## config.mk

```make
export PLATFORM = sky130hd
export DESIGN_NAME = triangle_scan_rasterizer_flat
export DESIGN_NICKNAME = d
export VERILOG_FILES = /design/src/hdl/tsr_pkg.sv /design/src/hdl/tsr_if.sv /design/src/hdl/triangle_scan_rasterizer.sv /design/src/hdl/tsr_front.sv /design/src/hdl/tsr_div.sv /design/src/hdl/tsr_back.sv /design/src/flat_wrapper.sv
export VERILOG_INCLUDE_DIRS = /design/src /design/src/hdl
export SDC_FILE = /design/constraint.sdc
export NUM_CORES = 2
export LEC_CHECK = 0
export BUFFER_PORTS_ARGS = -buffer_cell sky130_fd_sc_hd__buf_2
export CORE_ASPECT_RATIO = 1.2
export CORE_MARGIN = 5
export CORE_UTILIZATION = 40
export DETAILED_ROUTE_END_ITERATION = 8
export PLACE_DENSITY = 0.52
export SLEW_MARGIN = 20
export SYNTH_ARGS = -nofsm -noshare
export SYNTH_HDL_FRONTEND = slang
export SYNTH_HIERARCHICAL = 1
export SYNTH_SLANG_ARGS = --single-unit
```

## constraint.sdc

```tcl
create_clock -name clk -period 36.8 [get_ports clk]
set_clock_uncertainty 0.2 [all_clocks]
set_input_delay 1.84 -clock clk [delete_from_list [all_inputs] [get_ports clk]]
set_output_delay 1.84 -clock clk [all_outputs]
set_load 0.01 [all_outputs]
```

## src/hdl/triangle_scan_rasterizer_defines.svh

```systemverilog
// Assertion macros for the rasterizer RTL
`ifndef TRIANGLE_SCAN_RASTERIZER_DEFINES_SVH
`define TRIANGLE_SCAN_RASTERIZER_DEFINES_SVH

// same-cycle implication, sampled on clk, off during reset
`define TSR_ASSERT_IMP(lbl, ante, cons) \
    lbl: assert property (@(posedge clk) disable iff (!rst_n) (ante) |-> (cons)) \
        else $error("same-cycle check failed");

// next-cycle implication, sampled on clk, off during reset
`define TSR_ASSERT_NXT(lbl, ante, cons) \
    lbl: assert property (@(posedge clk) disable iff (!rst_n) (ante) |=> (cons)) \
        else $error("next-cycle check failed");

`endif

```

## src/hdl/tsr_pkg.sv

```systemverilog
// Shared constants, codes and types of the triangle rasterizer
package tsr_pkg;

    localparam int COORD_INT_BITS  = 12;
    localparam int COORD_FRAC_BITS = 4;
    localparam int COLOR_W         = 24;
    localparam int CFG_DATA_W      = 24;
    localparam int REG_IDX_W       = 3;
    localparam int QUEUE_DEPTH     = 2;

    typedef enum logic [REG_IDX_W-1:0] {
        REG_VERTEX_A_X = 3'd0,
        REG_VERTEX_A_Y = 3'd1,
        REG_VERTEX_B_X = 3'd2,
        REG_VERTEX_B_Y = 3'd3,
        REG_VERTEX_C_X = 3'd4,
        REG_VERTEX_C_Y = 3'd5,
        REG_FILL_COLOR = 3'd6
    } reg_idx_t;

    typedef enum logic [3:0] {
        ST_IDLE,
        ST_EMIT,
        ST_GEOM,
        ST_CLAMP,
        ST_MUL,
        ST_SUM,
        ST_DIV,
        ST_FIX,
        ST_OUT
    } back_state_t;

    typedef struct packed {
        logic start;
    } q_item_t;

endpackage

```

## src/hdl/tsr_if.sv

```systemverilog
// Channel interfaces: request, pixel result and configuration write

interface tsr_req_if;
    logic valid;
    logic ready;
    logic start_req;
    modport source (output valid, output start_req, input ready);
    modport sink (input valid, input start_req, output ready);
endinterface

interface tsr_pix_if #(
    parameter int PIX_W = tsr_pkg::COORD_INT_BITS
);
    logic                            valid;
    logic                            ready;
    logic signed [PIX_W-1:0]         pixel_x;
    logic signed [PIX_W-1:0]         pixel_y;
    logic [tsr_pkg::COLOR_W-1:0]     color;
    logic                            last_pixel;
    modport source (output valid, output pixel_x, output pixel_y, output color,
                    output last_pixel, input ready);
    modport sink (input valid, input pixel_x, input pixel_y, input color,
                  input last_pixel, output ready);
endinterface

interface tsr_cfg_if;
    logic                               valid;
    logic                               ready;
    logic [tsr_pkg::REG_IDX_W-1:0]      index;
    logic [tsr_pkg::CFG_DATA_W-1:0]     data;
    modport source (output valid, output index, output data, input ready);
    modport sink (input valid, input index, input data, output ready);
endinterface

```

## src/hdl/triangle_scan_rasterizer.sv

```systemverilog
// Top level of the triangle scanline rasterizer
//
// Each request on req yields at most one pixel on pix; a request with
// start_req set restarts the walk. Requests queue two deep ahead of the walk
// engine, and the pixel output register lets the next request be taken while
// a pixel waits. A request that steps to the next row of the same column
// passes through the emit and output states. Moving to a new column evaluates
// the lower and then the upper edge, each with a multiply, an add and a
// restoring divide of NW = 2*(COORD_INT_BITS + COORD_FRAC_BITS)+5 bits,
// after a clamp step for the column. Loading a half's geometry is a step of
// its own each time a search starts, leaves a column or moves on to the
// next half, and a skipped half takes a geometry load and a clamp step.
// Configuration writes are taken every cycle.
module triangle_scan_rasterizer #(
    parameter int COORD_INT_BITS  = tsr_pkg::COORD_INT_BITS,
    parameter int COORD_FRAC_BITS = tsr_pkg::COORD_FRAC_BITS
) (
    input  logic        clk,
    input  logic        rst_n,
    tsr_req_if.sink     req,
    tsr_pix_if.source   pix,
    tsr_cfg_if.sink     cfg
);
    import tsr_pkg::*;

    logic     q_valid;
    logic     q_ready;
    q_item_t  q_item;

    tsr_front u_front (
        .clk     (clk),
        .rst_n   (rst_n),
        .req     (req),
        .q_valid (q_valid),
        .q_item  (q_item),
        .q_ready (q_ready)
    );

    tsr_back #(
        .COORD_INT_BITS  (COORD_INT_BITS),
        .COORD_FRAC_BITS (COORD_FRAC_BITS)
    ) u_back (
        .clk     (clk),
        .rst_n   (rst_n),
        .q_valid (q_valid),
        .q_item  (q_item),
        .q_ready (q_ready),
        .cfg     (cfg),
        .pix     (pix)
    );

endmodule

```

## src/hdl/tsr_front.sv

```systemverilog
// Request front end: accepts requests into a two-entry queue
module tsr_front (
    input  logic              clk,
    input  logic              rst_n,
    tsr_req_if.sink           req,
    output logic              q_valid,
    output tsr_pkg::q_item_t  q_item,
    input  logic              q_ready
);
    import tsr_pkg::*;

    localparam int PW = (QUEUE_DEPTH > 1) ? $clog2(QUEUE_DEPTH) : 1;
    localparam int CNTW = $clog2(QUEUE_DEPTH + 1);

    q_item_t          q_reg [QUEUE_DEPTH];
    logic [PW-1:0]    wr_ptr_reg, wr_ptr_next;
    logic [PW-1:0]    rd_ptr_reg, rd_ptr_next;
    logic [CNTW-1:0]  count_reg, count_next;
    logic             push, pop;

    assign req.ready = (count_reg != CNTW'(QUEUE_DEPTH));
    assign push      = req.valid && req.ready;
    assign q_valid   = (count_reg != '0);
    assign pop       = q_valid && q_ready;
    assign q_item    = q_reg[rd_ptr_reg];

    always_comb
    begin
        wr_ptr_next = wr_ptr_reg;
        rd_ptr_next = rd_ptr_reg;
        count_next  = count_reg;
        if (push)
        begin
            wr_ptr_next = (wr_ptr_reg == PW'(QUEUE_DEPTH - 1)) ? '0 : wr_ptr_reg + 1'b1;
        end
        if (pop)
        begin
            rd_ptr_next = (rd_ptr_reg == PW'(QUEUE_DEPTH - 1)) ? '0 : rd_ptr_reg + 1'b1;
        end
        if (push && !pop)
        begin
            count_next = count_reg + 1'b1;
        end
        else if (pop && !push)
        begin
            count_next = count_reg - 1'b1;
        end
    end

    always_ff @(posedge clk or negedge rst_n)
    begin
        if (!rst_n)
        begin
            wr_ptr_reg <= '0;
            rd_ptr_reg <= '0;
            count_reg  <= '0;
        end
        else
        begin
            wr_ptr_reg <= wr_ptr_next;
            rd_ptr_reg <= rd_ptr_next;
            count_reg  <= count_next;
        end
    end

    always_ff @(posedge clk)
    begin
        if (push)
        begin
            q_reg[wr_ptr_reg].start <= req.start_req;
        end
    end

endmodule

```

## src/hdl/tsr_div.sv

```systemverilog
// Restoring divider, one quotient bit per cycle
module tsr_div #(
    parameter int NW = 37,
    parameter int DW = 21
) (
    input  logic           clk,
    input  logic           rst_n,
    input  logic           start,
    input  logic [NW-1:0]  dividend,
    input  logic [DW-1:0]  divisor,
    output logic           busy,
    output logic [NW-1:0]  quo,
    output logic           rem_nz
);
    localparam int CNTW = $clog2(NW + 1);

    logic [CNTW-1:0] cnt_reg, cnt_next;
    logic            busy_reg, busy_next;
    logic [NW-1:0]   quo_reg, quo_next;
    logic [DW-1:0]   rem_reg, rem_next;
    logic [DW-1:0]   dvs_reg;
    logic [DW:0]     shifted;
    logic [DW:0]     diff;
    logic            ge;

    assign shifted = {rem_reg, quo_reg[NW-1]};
    assign diff    = shifted - {1'b0, dvs_reg};
    assign ge      = (shifted >= {1'b0, dvs_reg});

    always_comb
    begin
        cnt_next  = cnt_reg;
        busy_next = busy_reg;
        quo_next  = quo_reg;
        rem_next  = rem_reg;
        if (start)
        begin
            cnt_next  = CNTW'(NW);
            busy_next = 1'b1;
            quo_next  = dividend;
            rem_next  = '0;
        end
        else if (busy_reg)
        begin
            rem_next  = ge ? diff[DW-1:0] : shifted[DW-1:0];
            quo_next  = {quo_reg[NW-2:0], ge};
            cnt_next  = cnt_reg - 1'b1;
            busy_next = (cnt_reg != CNTW'(1));
        end
    end

    always_ff @(posedge clk or negedge rst_n)
    begin
        if (!rst_n)
        begin
            cnt_reg  <= '0;
            busy_reg <= 1'b0;
        end
        else
        begin
            cnt_reg  <= cnt_next;
            busy_reg <= busy_next;
        end
    end

    always_ff @(posedge clk)
    begin
        quo_reg <= quo_next;
        rem_reg <= rem_next;
        if (start)
        begin
            dvs_reg <= divisor;
        end
    end

    assign busy   = busy_reg;
    assign quo    = quo_reg;
    assign rem_nz = |rem_reg;

endmodule

```

## src/hdl/tsr_back.sv

```systemverilog
// Walk engine: config registers, triangle setup, column scan and pixel output
`include "triangle_scan_rasterizer_defines.svh"

module tsr_back #(
    parameter int COORD_INT_BITS  = tsr_pkg::COORD_INT_BITS,
    parameter int COORD_FRAC_BITS = tsr_pkg::COORD_FRAC_BITS
) (
    input  logic              clk,
    input  logic              rst_n,
    input  logic              q_valid,
    input  tsr_pkg::q_item_t  q_item,
    output logic              q_ready,
    tsr_cfg_if.sink           cfg,
    tsr_pix_if.source         pix
);
    import tsr_pkg::*;

    localparam int CI   = COORD_INT_BITS;
    localparam int FB   = COORD_FRAC_BITS;
    localparam int CW   = CI + FB;
    localparam int COLW = CI + 2;
    localparam int TW   = CW + 3;
    localparam int P1W  = 2 * CW + 1;
    localparam int P2W  = 2 * CW + 4;
    localparam int NW   = 2 * CW + 5;
    localparam int RW   = NW + 1;
    localparam int DW   = CW + FB + 1;

    // config registers
    logic signed [CW-1:0]  vx_reg [3];
    logic signed [CW-1:0]  vy_reg [3];
    logic [COLOR_W-1:0]    color_reg;

    back_state_t           state_reg, state_next;
    logic                  h_reg, h_next;
    logic signed [COLW-1:0] col_reg, col_next;
    logic signed [RW-1:0]  row_reg, row_next;
    logic signed [RW-1:0]  limit_reg, limit_next;
    logic                  active_reg, active_next;
    logic                  low_start_reg, low_start_next;
    logic                  adv_reg, adv_next;
    logic                  sel_reg, sel_next;
    logic                  g_ok_reg;
    logic signed [COLW-1:0] g_lo_reg, g_hi_reg;
    logic signed [CW-1:0]  e_reg [2][4];
    logic signed [P1W-1:0] p1_reg;
    logic signed [P2W-1:0] p2_reg;
    logic signed [CW:0]    dx_reg;
    logic                  neg_reg;
    logic signed [RW-1:0]  lo_reg, lo_next;
    logic [CI-1:0]         px_x_reg, px_x_next;
    logic [CI-1:0]         px_y_reg, px_y_next;
    logic                  last_reg, last_next;
    logic                  ov_reg, ov_next;
    logic [CI-1:0]         ox_reg, oy_reg;
    logic [COLOR_W-1:0]    oc_reg;
    logic                  ol_reg;
    logic                  out_load;

    // setup of the current half
    logic signed [CW-1:0]  ax, ay, bx, by, cx, cy;
    logic                  up;
    logic                  g_ok_c;
    logic signed [COLW-1:0] g_lo_c, g_hi_c;
    logic signed [CW-1:0]  e_c [2][4];

    // per-column arithmetic
    logic signed [CW-1:0]  ex0, ey0, ex1, ey1;
    logic signed [CW:0]    dx_c, dy_c;
    logic signed [TW-1:0]  t_c;
    logic signed [NW-1:0]  n_c;
    logic [NW-1:0]         abs_n;
    logic                  div_start, div_busy, div_rem_nz;
    logic [NW-1:0]         div_quo;
    logic signed [RW-1:0]  qe;
    logic signed [RW-1:0]  fl_q, ce_q;
    logic signed [COLW-1:0] col_c;
    logic                  skip_half;

    function automatic logic signed [COLW-1:0] flr(input logic signed [CW-1:0] v);
        logic signed [CW-1:0] s;
        s = v >>> FB;
        return COLW'(s);
    endfunction

    function automatic logic signed [COLW-1:0] ceil_f(input logic signed [CW-1:0] v);
        logic signed [CW:0] nv;
        logic signed [CW:0] s;
        nv = -(CW + 1)'(v);
        s = nv >>> FB;
        return -COLW'(s);
    endfunction

    assign cfg.ready = 1'b1;

    always_ff @(posedge clk or negedge rst_n)
    begin
        if (!rst_n)
        begin
            vx_reg[0] <= '0;
            vx_reg[1] <= '0;
            vx_reg[2] <= '0;
            vy_reg[0] <= '0;
            vy_reg[1] <= '0;
            vy_reg[2] <= '0;
            color_reg <= '0;
        end
        else if (cfg.valid)
        begin
            case (cfg.index)
                REG_VERTEX_A_X: vx_reg[0] <= cfg.data[CW-1:0];
                REG_VERTEX_A_Y: vy_reg[0] <= cfg.data[CW-1:0];
                REG_VERTEX_B_X: vx_reg[1] <= cfg.data[CW-1:0];
                REG_VERTEX_B_Y: vy_reg[1] <= cfg.data[CW-1:0];
                REG_VERTEX_C_X: vx_reg[2] <= cfg.data[CW-1:0];
                REG_VERTEX_C_Y: vy_reg[2] <= cfg.data[CW-1:0];
                REG_FILL_COLOR: color_reg <= cfg.data[COLOR_W-1:0];
                default: ;
            endcase
        end
    end

    // leftmost vertex first, then split into halves
    always_comb
    begin
        ax = vx_reg[0]; ay = vy_reg[0];
        bx = vx_reg[1]; by = vy_reg[1];
        cx = vx_reg[2]; cy = vy_reg[2];
        if (vx_reg[1] < vx_reg[2] && vx_reg[1] < vx_reg[0])
        begin
            ax = vx_reg[1]; ay = vy_reg[1];
            bx = vx_reg[2]; by = vy_reg[2];
            cx = vx_reg[0]; cy = vy_reg[0];
        end
        else if (vx_reg[2] < vx_reg[1] && vx_reg[2] < vx_reg[0])
        begin
            ax = vx_reg[2]; ay = vy_reg[2];
            bx = vx_reg[0]; by = vy_reg[0];
            cx = vx_reg[1]; cy = vy_reg[1];
        end
        up = (cx < bx);
        if (!h_reg)
        begin
            g_ok_c = up ? (ax != cx) : (ax != bx && ax != cx);
            g_lo_c = ceil_f(ax);
            g_hi_c = flr(up ? cx : bx);
            e_c[0][0] = ax; e_c[0][1] = ay; e_c[0][2] = bx; e_c[0][3] = by;
            e_c[1][0] = ax; e_c[1][1] = ay; e_c[1][2] = cx; e_c[1][3] = cy;
        end
        else
        begin
            g_ok_c = up ? 1'b1 : (bx != cx);
            g_lo_c = flr(up ? cx : bx) + COLW'(1);
            g_hi_c = flr(up ? bx : cx);
            if (up)
            begin
                e_c[0][0] = ax; e_c[0][1] = ay; e_c[0][2] = bx; e_c[0][3] = by;
                e_c[1][0] = cx; e_c[1][1] = cy; e_c[1][2] = bx; e_c[1][3] = by;
            end
            else
            begin
                e_c[0][0] = bx; e_c[0][1] = by; e_c[0][2] = cx; e_c[0][3] = cy;
                e_c[1][0] = ax; e_c[1][1] = ay; e_c[1][2] = cx; e_c[1][3] = cy;
            end
        end
        if (e_c[0][2] <= e_c[0][0] || e_c[1][2] <= e_c[1][0])
        begin
            g_ok_c = 1'b0;
        end
    end

    assign ex0  = e_reg[sel_reg][0];
    assign ey0  = e_reg[sel_reg][1];
    assign ex1  = e_reg[sel_reg][2];
    assign ey1  = e_reg[sel_reg][3];
    assign dx_c = (CW + 1)'(ex1) - (CW + 1)'(ex0);
    assign dy_c = (CW + 1)'(ey1) - (CW + 1)'(ey0);
    assign t_c  = (TW'(col_reg) <<< FB) - TW'(ex0);
    assign n_c  = NW'(p1_reg) + NW'(p2_reg);
    assign abs_n = n_c[NW-1] ? NW'(-n_c) : NW'(n_c);

    assign qe   = RW'({1'b0, div_quo});
    assign fl_q = neg_reg ? -(qe + RW'(div_rem_nz)) : qe;
    assign ce_q = neg_reg ? -qe : (qe + RW'(div_rem_nz));

    assign col_c     = (low_start_reg || col_reg < g_lo_reg) ? g_lo_reg : col_reg;
    assign skip_half = !g_ok_reg || (col_c > g_hi_reg);
    assign out_load  = (state_reg == ST_OUT) && (!ov_reg || pix.ready);

    tsr_div #(
        .NW (NW),
        .DW (DW)
    ) u_div (
        .clk      (clk),
        .rst_n    (rst_n),
        .start    (div_start),
        .dividend (abs_n),
        .divisor  (DW'(dx_reg) << FB),
        .busy     (div_busy),
        .quo      (div_quo),
        .rem_nz   (div_rem_nz)
    );

    always_comb
    begin
        state_next     = state_reg;
        h_next         = h_reg;
        col_next       = col_reg;
        row_next       = row_reg;
        limit_next     = limit_reg;
        active_next    = active_reg;
        low_start_next = low_start_reg;
        adv_next       = adv_reg;
        sel_next       = sel_reg;
        lo_next        = lo_reg;
        px_x_next      = px_x_reg;
        px_y_next      = px_y_reg;
        last_next      = last_reg;
        ov_next        = ov_reg && !pix.ready;
        q_ready        = 1'b0;
        div_start      = 1'b0;
        case (state_reg)
            ST_IDLE:
            begin
                if (q_valid)
                begin
                    q_ready = 1'b1;
                    if (q_item.start)
                    begin
                        h_next         = 1'b0;
                        low_start_next = 1'b1;
                        adv_next       = 1'b0;
                        active_next    = 1'b0;
                        state_next     = ST_GEOM;
                    end
                    else if (active_reg)
                    begin
                        state_next = ST_EMIT;
                    end
                end
            end
            ST_EMIT:
            begin
                px_x_next = col_reg[CI-1:0];
                px_y_next = row_reg[CI-1:0];
                if (row_reg < limit_reg)
                begin
                    row_next   = row_reg + RW'(1);
                    last_next  = 1'b0;
                    state_next = ST_OUT;
                end
                else
                begin
                    adv_next       = 1'b1;
                    active_next    = 1'b0;
                    col_next       = col_reg + COLW'(1);
                    low_start_next = 1'b0;
                    state_next     = ST_GEOM;
                end
            end
            ST_GEOM:
            begin
                state_next = ST_CLAMP;
            end
            ST_CLAMP:
            begin
                if (skip_half)
                begin
                    if (h_reg)
                    begin
                        if (adv_reg)
                        begin
                            last_next  = 1'b1;
                            state_next = ST_OUT;
                        end
                        else
                        begin
                            state_next = ST_IDLE;
                        end
                    end
                    else
                    begin
                        h_next         = 1'b1;
                        low_start_next = 1'b1;
                        state_next     = ST_GEOM;
                    end
                end
                else
                begin
                    col_next   = col_c;
                    sel_next   = 1'b0;
                    state_next = ST_MUL;
                end
            end
            ST_MUL:
            begin
                state_next = ST_SUM;
            end
            ST_SUM:
            begin
                div_start  = 1'b1;
                state_next = ST_DIV;
            end
            ST_DIV:
            begin
                if (!div_busy)
                begin
                    state_next = ST_FIX;
                end
            end
            ST_FIX:
            begin
                if (!sel_reg)
                begin
                    lo_next    = ce_q;
                    sel_next   = 1'b1;
                    state_next = ST_MUL;
                end
                else if (lo_reg <= fl_q)
                begin
                    row_next    = lo_reg;
                    limit_next  = fl_q;
                    active_next = 1'b1;
                    if (adv_reg)
                    begin
                        last_next  = 1'b0;
                        state_next = ST_OUT;
                    end
                    else
                    begin
                        state_next = ST_EMIT;
                    end
                end
                else
                begin
                    col_next       = col_reg + COLW'(1);
                    low_start_next = 1'b0;
                    state_next     = ST_CLAMP;
                end
            end
            ST_OUT:
            begin
                if (!ov_reg || pix.ready)
                begin
                    ov_next    = 1'b1;
                    state_next = ST_IDLE;
                end
            end
            default:
            begin
                state_next = ST_IDLE;
            end
        endcase
    end

    always_ff @(posedge clk or negedge rst_n)
    begin
        if (!rst_n)
        begin
            state_reg     <= ST_IDLE;
            h_reg         <= 1'b0;
            col_reg       <= '0;
            row_reg       <= '0;
            limit_reg     <= '0;
            active_reg    <= 1'b0;
            low_start_reg <= 1'b0;
            adv_reg       <= 1'b0;
            sel_reg       <= 1'b0;
            ov_reg        <= 1'b0;
        end
        else
        begin
            state_reg     <= state_next;
            h_reg         <= h_next;
            col_reg       <= col_next;
            row_reg       <= row_next;
            limit_reg     <= limit_next;
            active_reg    <= active_next;
            low_start_reg <= low_start_next;
            adv_reg       <= adv_next;
            sel_reg       <= sel_next;
            ov_reg        <= ov_next;
        end
    end

    always_ff @(posedge clk)
    begin
        lo_reg   <= lo_next;
        px_x_reg <= px_x_next;
        px_y_reg <= px_y_next;
        last_reg <= last_next;
        if (state_reg == ST_GEOM)
        begin
            g_ok_reg <= g_ok_c;
            g_lo_reg <= g_lo_c;
            g_hi_reg <= g_hi_c;
            e_reg    <= e_c;
        end
        if (state_reg == ST_MUL)
        begin
            p1_reg <= P1W'(ey0) * P1W'(dx_c);
            p2_reg <= P2W'(dy_c) * P2W'(t_c);
            dx_reg <= dx_c;
        end
        if (state_reg == ST_SUM)
        begin
            neg_reg <= n_c[NW-1];
        end
        if (out_load)
        begin
            ox_reg <= px_x_reg;
            oy_reg <= px_y_reg;
            oc_reg <= color_reg;
            ol_reg <= last_reg;
        end
    end

    assign pix.valid      = ov_reg;
    assign pix.pixel_x    = ox_reg;
    assign pix.pixel_y    = oy_reg;
    assign pix.color      = oc_reg;
    assign pix.last_pixel = ol_reg;

    `TSR_ASSERT_IMP(a_row_within_limit, active_reg, row_reg <= limit_reg)
    `TSR_ASSERT_NXT(a_div_launch, div_start, div_busy)
    `TSR_ASSERT_IMP(a_idle_div_quiet, state_reg == ST_IDLE, !div_busy)

endmodule

```

## src/flat_wrapper.sv

```systemverilog
// flat-port wrapper written by rule: the top's interface ports become plain ports
module triangle_scan_rasterizer_flat import tsr_pkg::*;
#(
    parameter int COORD_INT_BITS  = tsr_pkg::COORD_INT_BITS,
    parameter int COORD_FRAC_BITS = tsr_pkg::COORD_FRAC_BITS
)
  (clk, rst_n, req_valid, req_start_req, req_ready, pix_valid, pix_pixel_x, pix_pixel_y, pix_color, pix_last_pixel, pix_ready, cfg_valid, cfg_index, cfg_data, cfg_ready);
  tsr_req_if req_i ();
  tsr_pix_if pix_i ();
  tsr_cfg_if cfg_i ();
  input  logic clk;
  input  logic rst_n;
  input wire logic [$bits(req_i.valid)-1:0] req_valid;
  input wire logic [$bits(req_i.start_req)-1:0] req_start_req;
  output wire logic [$bits(req_i.ready)-1:0] req_ready;
  output wire logic [$bits(pix_i.valid)-1:0] pix_valid;
  output wire logic [$bits(pix_i.pixel_x)-1:0] pix_pixel_x;
  output wire logic [$bits(pix_i.pixel_y)-1:0] pix_pixel_y;
  output wire logic [$bits(pix_i.color)-1:0] pix_color;
  output wire logic [$bits(pix_i.last_pixel)-1:0] pix_last_pixel;
  input wire logic [$bits(pix_i.ready)-1:0] pix_ready;
  input wire logic [$bits(cfg_i.valid)-1:0] cfg_valid;
  input wire logic [$bits(cfg_i.index)-1:0] cfg_index;
  input wire logic [$bits(cfg_i.data)-1:0] cfg_data;
  output wire logic [$bits(cfg_i.ready)-1:0] cfg_ready;
  assign req_i.valid = req_valid;
  assign req_i.start_req = req_start_req;
  assign req_ready = req_i.ready;
  assign pix_valid = pix_i.valid;
  assign pix_pixel_x = pix_i.pixel_x;
  assign pix_pixel_y = pix_i.pixel_y;
  assign pix_color = pix_i.color;
  assign pix_last_pixel = pix_i.last_pixel;
  assign pix_i.ready = pix_ready;
  assign cfg_i.valid = cfg_valid;
  assign cfg_i.index = cfg_index;
  assign cfg_i.data = cfg_data;
  assign cfg_ready = cfg_i.ready;
  triangle_scan_rasterizer #(.COORD_INT_BITS(COORD_INT_BITS), .COORD_FRAC_BITS(COORD_FRAC_BITS)) u_core (.clk(clk), .rst_n(rst_n), .req(req_i), .pix(pix_i), .cfg(cfg_i));
endmodule
```

; ---- After elaboration in Yosys (flattened, before gate mapping)
; Memories as Yosys holds them, arrays and structs flattened.
; Index checks and enable logic that the tools add are counted.
[word_totals]
reg_bits = 662
latchBits = 0
mem_bits_rw = 2
mem_bits_ro = 0
in_bits = 33
memories = 1
[op_classes]
addsub = 19
mul = 2
div = 0
magnitude_cmp = 13
n_eq_ne = 35
shift = 0
mux = 95
bitwise = 2
n_reduce_logical = 49
[memory_table]
columns = memory, depth, word_bits, read_ports, rd_ports_with_merged_regs, write_ports, line_no
row1 = u_core.u_front.q_reg, 2, 1, 1, 0, 1, tsr_front.sv:15  ; q_item_t q_reg [QUEUE_DEPTH];
[ops]
columns = cell, count
row1 = 128-bit 2-to-1 mux, 2
row2 = 16-bit 2-to-1 mux, 14
row3 = 64-bit 2-to-1 mux, 3
row4 = 38-bit 2-to-1 mux, 5
row5 = 37-bit 2-to-1 mux, 3
row6 = 14-bit 2-to-1 mux, 7
row7 = 16-bit < comparator, 5
row8 = 38-bit case mux with 2 select lines, 1
row9 = 4-bit 2-to-1 mux, 12
row10 = 16-bit != test, 3
row11 = 14-bit case mux with 3 select lines, 1
row12 = 37-bit by 1-bit adder with 38-bit output, 1
row13 = 38-bit by 2-bit adder with 38-bit output (second input constant), 1
row14 = 38-bit <= comparator, 1
row15 = 38-bit < comparator, 1
row16 = 37-bit negation with 38-bit output, 1
row17 = 38-bit negation, 1
row18 = 33-bit by 36-bit adder with 37-bit output, 1
row19 = 37-bit negation, 1
row20 = 17-bit by 19-bit multiplier with 36-bit output, 1
row21 = 4-bit case mux with 9 select lines, 1
row22 = 1-bit 2-to-1 mux, 35
row23 = 16-bit by 16-bit subtractor with 17-bit output, 2
row24 = 16-bit by 17-bit multiplier with 33-bit output, 1
row25 = 49 further kinds, 111

; ---- Depth between registers and ports, before layout
[depth]
depth_word = 9
ltp_mapped = 44
depth_no_buf = 39

; ---- By module
; The synthesis kept the hierarchy.
[modules_own_cells]
columns = mod, instances, cells_each, area_each_um2, seq_area_each_um2
row1 = tsr_back, 1, 6622, 60685.7, 16135.5
row2 = tsr_div, 1, 445, 4853.4, 2337.2
row3 = tsr_front, 1, 21, 282.8, 160.2

; ---- Worst setup path after synthesis
; Ideal clock, no wire load.
[synth_path]
path_type = register -> register
startpoint = reg u_core.u_back.state_reg[1]
endpoint = reg u_core/u_back/e_reg[0] in the netlist's numbering (enable)
arrival_time_ns = 16.753
required_time_ns = 35.495
setup_slack_ns = 18.742
stages_incl_launch_ff = 4
n_path_buf = 2
path_cell_list = dfrtp_1 clkbuf_1 clkbuf_1 nor4b_1
[synth_between]
elab_chain_len = 1
[synth_rtl]
columns = element, line_no
row1 = from (decl), tsr_back.sv:34  ; back_state_t state_reg, state_next;
row2 = from (signal assigned), tsr_back.sv:373  ; state_reg <= state_next;
row3 = 4-bit by 2-bit equality test with 1-bit output, tsr_back.sv:392  ; if (state_reg == ST_GEOM)
row4 = to (signal assigned), tsr_back.sv:397  ; e_reg <= e_c;
row5 = to (decl), tsr_back.sv:45  ; logic signed [CW-1:0] e_reg [2][4];
; No other way between the ends.
; A chain may end at the register's enable or synchronous reset.

; ---- Final worst setup path
[layout_path]
startpoint = reg u_core.u_back.sel_reg
endpoint = reg u_core.u_back.p1_reg[25] (data pin)
[layout_between]
elab_chain_len = 6
[layout_rtl]
columns = element, line_no
row1 = from (decl), tsr_back.sv:42  ; logic sel_reg, sel_next;
row2 = from (signal assigned), tsr_back.sv:381  ; sel_reg <= sel_next;
row3 = 1-bit inverter with 2-bit output (not written as such) (*), "tsr_back.sv:172, tsr_back.sv:173, tsr_back.sv:174"
row4 = 64-bit 2-to-1 mux (*) (3 in series), n/a
row5 = 16-bit by 16-bit subtractor with 17-bit output, tsr_back.sv:176  ; assign dx_c = (CW + 1)'(ex1) - (CW + 1)'(ex0);
row6 = 16-bit by 17-bit multiplier with 33-bit output (*), tsr_back.sv:401  ; p1_reg <= P1W'(ey0) * P1W'(dx_c);
row7 = to (signal assigned), tsr_back.sv:401
row8 = to (decl), tsr_back.sv:46  ; logic signed [P1W-1:0] p1_reg;
; Every way passes the cells marked *; elsewhere a longest branch is shown, timed or not. The select of a mux whose other input is x is not followed.

==> metrics <==
Slew HR 0.244; DR vias/cell 5.40; Largest register FFs 128; Top Ports 85; CP most frequent cell fa_1; Hold Crit Class reg2reg; vias in the first global route 51400; post-synthesis average cell area 9.29 sq um; Worst EP arrival 11720 ps; Final nets 8146; Sink Count 666; chip width 380 microns; first-pass GRT wire length 299 mm; Fin Setup TNS 0 ps; Main synth FF type edfxtp_1; CP delay by family, top adder cells; status completed; asr flop ratio synth 0.347; met2 wire len 94.6 mm; post-DP HPWL 151 mm; CTS tree done; PortBufs 83; Post-synth EDFFs 414; min Tclk post-route 11490 ps; kind of critical path reg2reg; metal3 WL 8.13 mm; most common cell after layout, fill and taps aside inv_1; pin count of the biggest net entering global routing 156; max layer used met4; register bit total from synthesis 666; initial DRC count 3225; die area 0.173 sq mm; placer congestion estimate 0.924; Clock Root Buffer clkbuf_16; max_cap viols 0; commonest non-fill, non-tap cells in the layout inv_1, nand2_1, fa_1; Total Wirelength 190 mm; Max clock buf depth 3; final setup violation count 0; initial antenna violation count 2; Pins Over Slew Limit 0; WP buf/inv 10; sequential-to-total area share from yosys stat 0.283; Setup Buffers After CTS 0; cell taking the most area after synthesis edfxtp_1; Max FO, Critical Path 37; CP required 37030 ps; gr ovfl total 0; synth-to-layout area growth 8.16%; Die Span Y 454 microns; FMAX 0.0870 GHz; # resized after CTS 0; Worst-path clk slew 60 ps; slowest stage delay, CP 800 ps; Worst-Skew Late Latency 690 ps; Initial Util 0.401; clock buffer count from CTS 81; final period utilization 0.312; Antenna Violating Nets Remaining 0; synth warn 6; Worst-Margin Slew 1130 ps; DR WL/cell 20.5 microns; total global-route track usage 0.219; wl on met1 78.1 mm; mapped cell area 0.0658 sq mm; top-area cell type share of the netlist area 0.189; drt drc 0; CP max stage cell dfrtp_4; Core Box Area 0.164 sq mm; CP Launch Type register; CP Capture Type register; Area contributors post-synth edfxtp_1, fa_1, ha_1; routed vias 49900; share of cells above drive strength 1 0.0873; drt first pass iters 9; CTS H-tree lvls 3; Post-Synthesis Cells 7088; cts hold-fix bufs 0; RSZ-0062 raised after global routing no; Site Rows 163; Final Hold Viols 0; count of different cell masters after synthesis 123
==> metrics by stage <==
stage / util / hold WS [ps] / setup WS (ps) / cell area [sq um] / std cells
2_1_floorplan: - / 200 / 18740 / 65800 / 7091
5_1_grt: 0.434 / 222 / 24520 / 71200 / 9235
3_3_place_gp: 0.417 / 202 / 25110 / 68500 / 9084
6_report: 0.434 / 215 / 25310 / 71200 / 9237
3_5_place_dp: 0.417 / 205 / 24960 / 68500 / 9084
4_1_cts: 0.434 / 218 / 24920 / 71100 / 9234
==> Yosys cell counts (10+ instances only) <==
| cell type | n |
|---|---|
| nor3_1 | 78 |
| nand4_1 | 63 |
| o211ai_1 | 21 |
| o22ai_1 | 135 |
| mux2_2 | 185 |
| buf_1 | 19 |
| a21boi_0 | 18 |
| a21oi_1 | 371 |
| and3_1 | 45 |
| nor2b_1 | 70 |
| inv_1 | 974 |
| o21ai_0 | 309 |
| and2_1 | 49 |
| o21ai_1 | 30 |
| xor2_1 | 121 |
| a22oi_1 | 19 |
| dfxtp_1 | 21 |
| fa_1 | 606 |
| mux2i_1 | 85 |
| nand3_1 | 132 |
| a31oi_1 | 59 |
| o31ai_1 | 17 |
| nand2b_1 | 61 |
| nand2_1 | 792 |
| or2_2 | 28 |
| o21a_1 | 57 |
| clkbuf_1 | 262 |
| buf_2 | 33 |
| nor2_1 | 576 |
| a211oi_1 | 35 |
| edfxtp_1 | 414 |
| dfrtp_1 | 231 |
| a221oi_1 | 10 |
| or3_1 | 23 |
| nor4_1 | 28 |
| o21bai_1 | 20 |
| and4_1 | 15 |
| a21o_1 | 92 |
| ha_1 | 485 |
| a311oi_1 | 11 |
| xnor2_1 | 230 |
==> kinds of logic after synthesis <==
logic type,Yosys count,synth area share
and+or+nand+nor,2031,0.141
AOI/OAI and AO/OA,1366,0.132
buffers and inverters,1309,0.0761
adders and majority gates,1091,0.277
DFF,666,0.283
xor gates and xnor gates,352,0.0470
muxes,271,0.0448
other,2,0.000114
==> layout make-up <==
class,instances,area (sq um)
clock buffers,101,2170
clock inverters,49,518
fillers,16000,92800
inverters,986,3700
multi-input cells,5116,42400
well taps,2145,2680
diodes,3,7.51
repair buffers,171,1100
flip-flops and latches,666,18600
==> path summary, 6_finish.rpt <==
path	startpoint	end	slack [ps]	cells past startpoint
min reg2reg	u_core/u_back/px_y_reg[0]	u_core/u_back/pix.pixel_y[0]	220	0
max in group asynchronous	rst_n	u_core/u_back/vy_reg[34]	32670	4
min	u_core/u_back/px_y_reg[0]	u_core/u_back/pix.pixel_y[0]	220	0
max	u_core/u_back/sel_reg	u_core/u_back/p1_reg[25]	25310	42
max reg2reg	u_core/u_back/sel_reg	u_core/u_back/p1_reg[25]	25310	42
min in group asynchronous	rst_n	u_core/u_back/row_reg[16]	920	1
==> routing by layer <==
layer / global-route usage / vias to the layer above
met2: 0.392 / 1310
met5: 0 / -
li1: - / 23800
met1: 0.267 / 24500
met3: 0.0258 / 322
met4: 0.0924 / 0
Power is left out: the tool's default activity adds up to more than one toggle a clock period on the data nets, which glitch-free logic cannot reach.
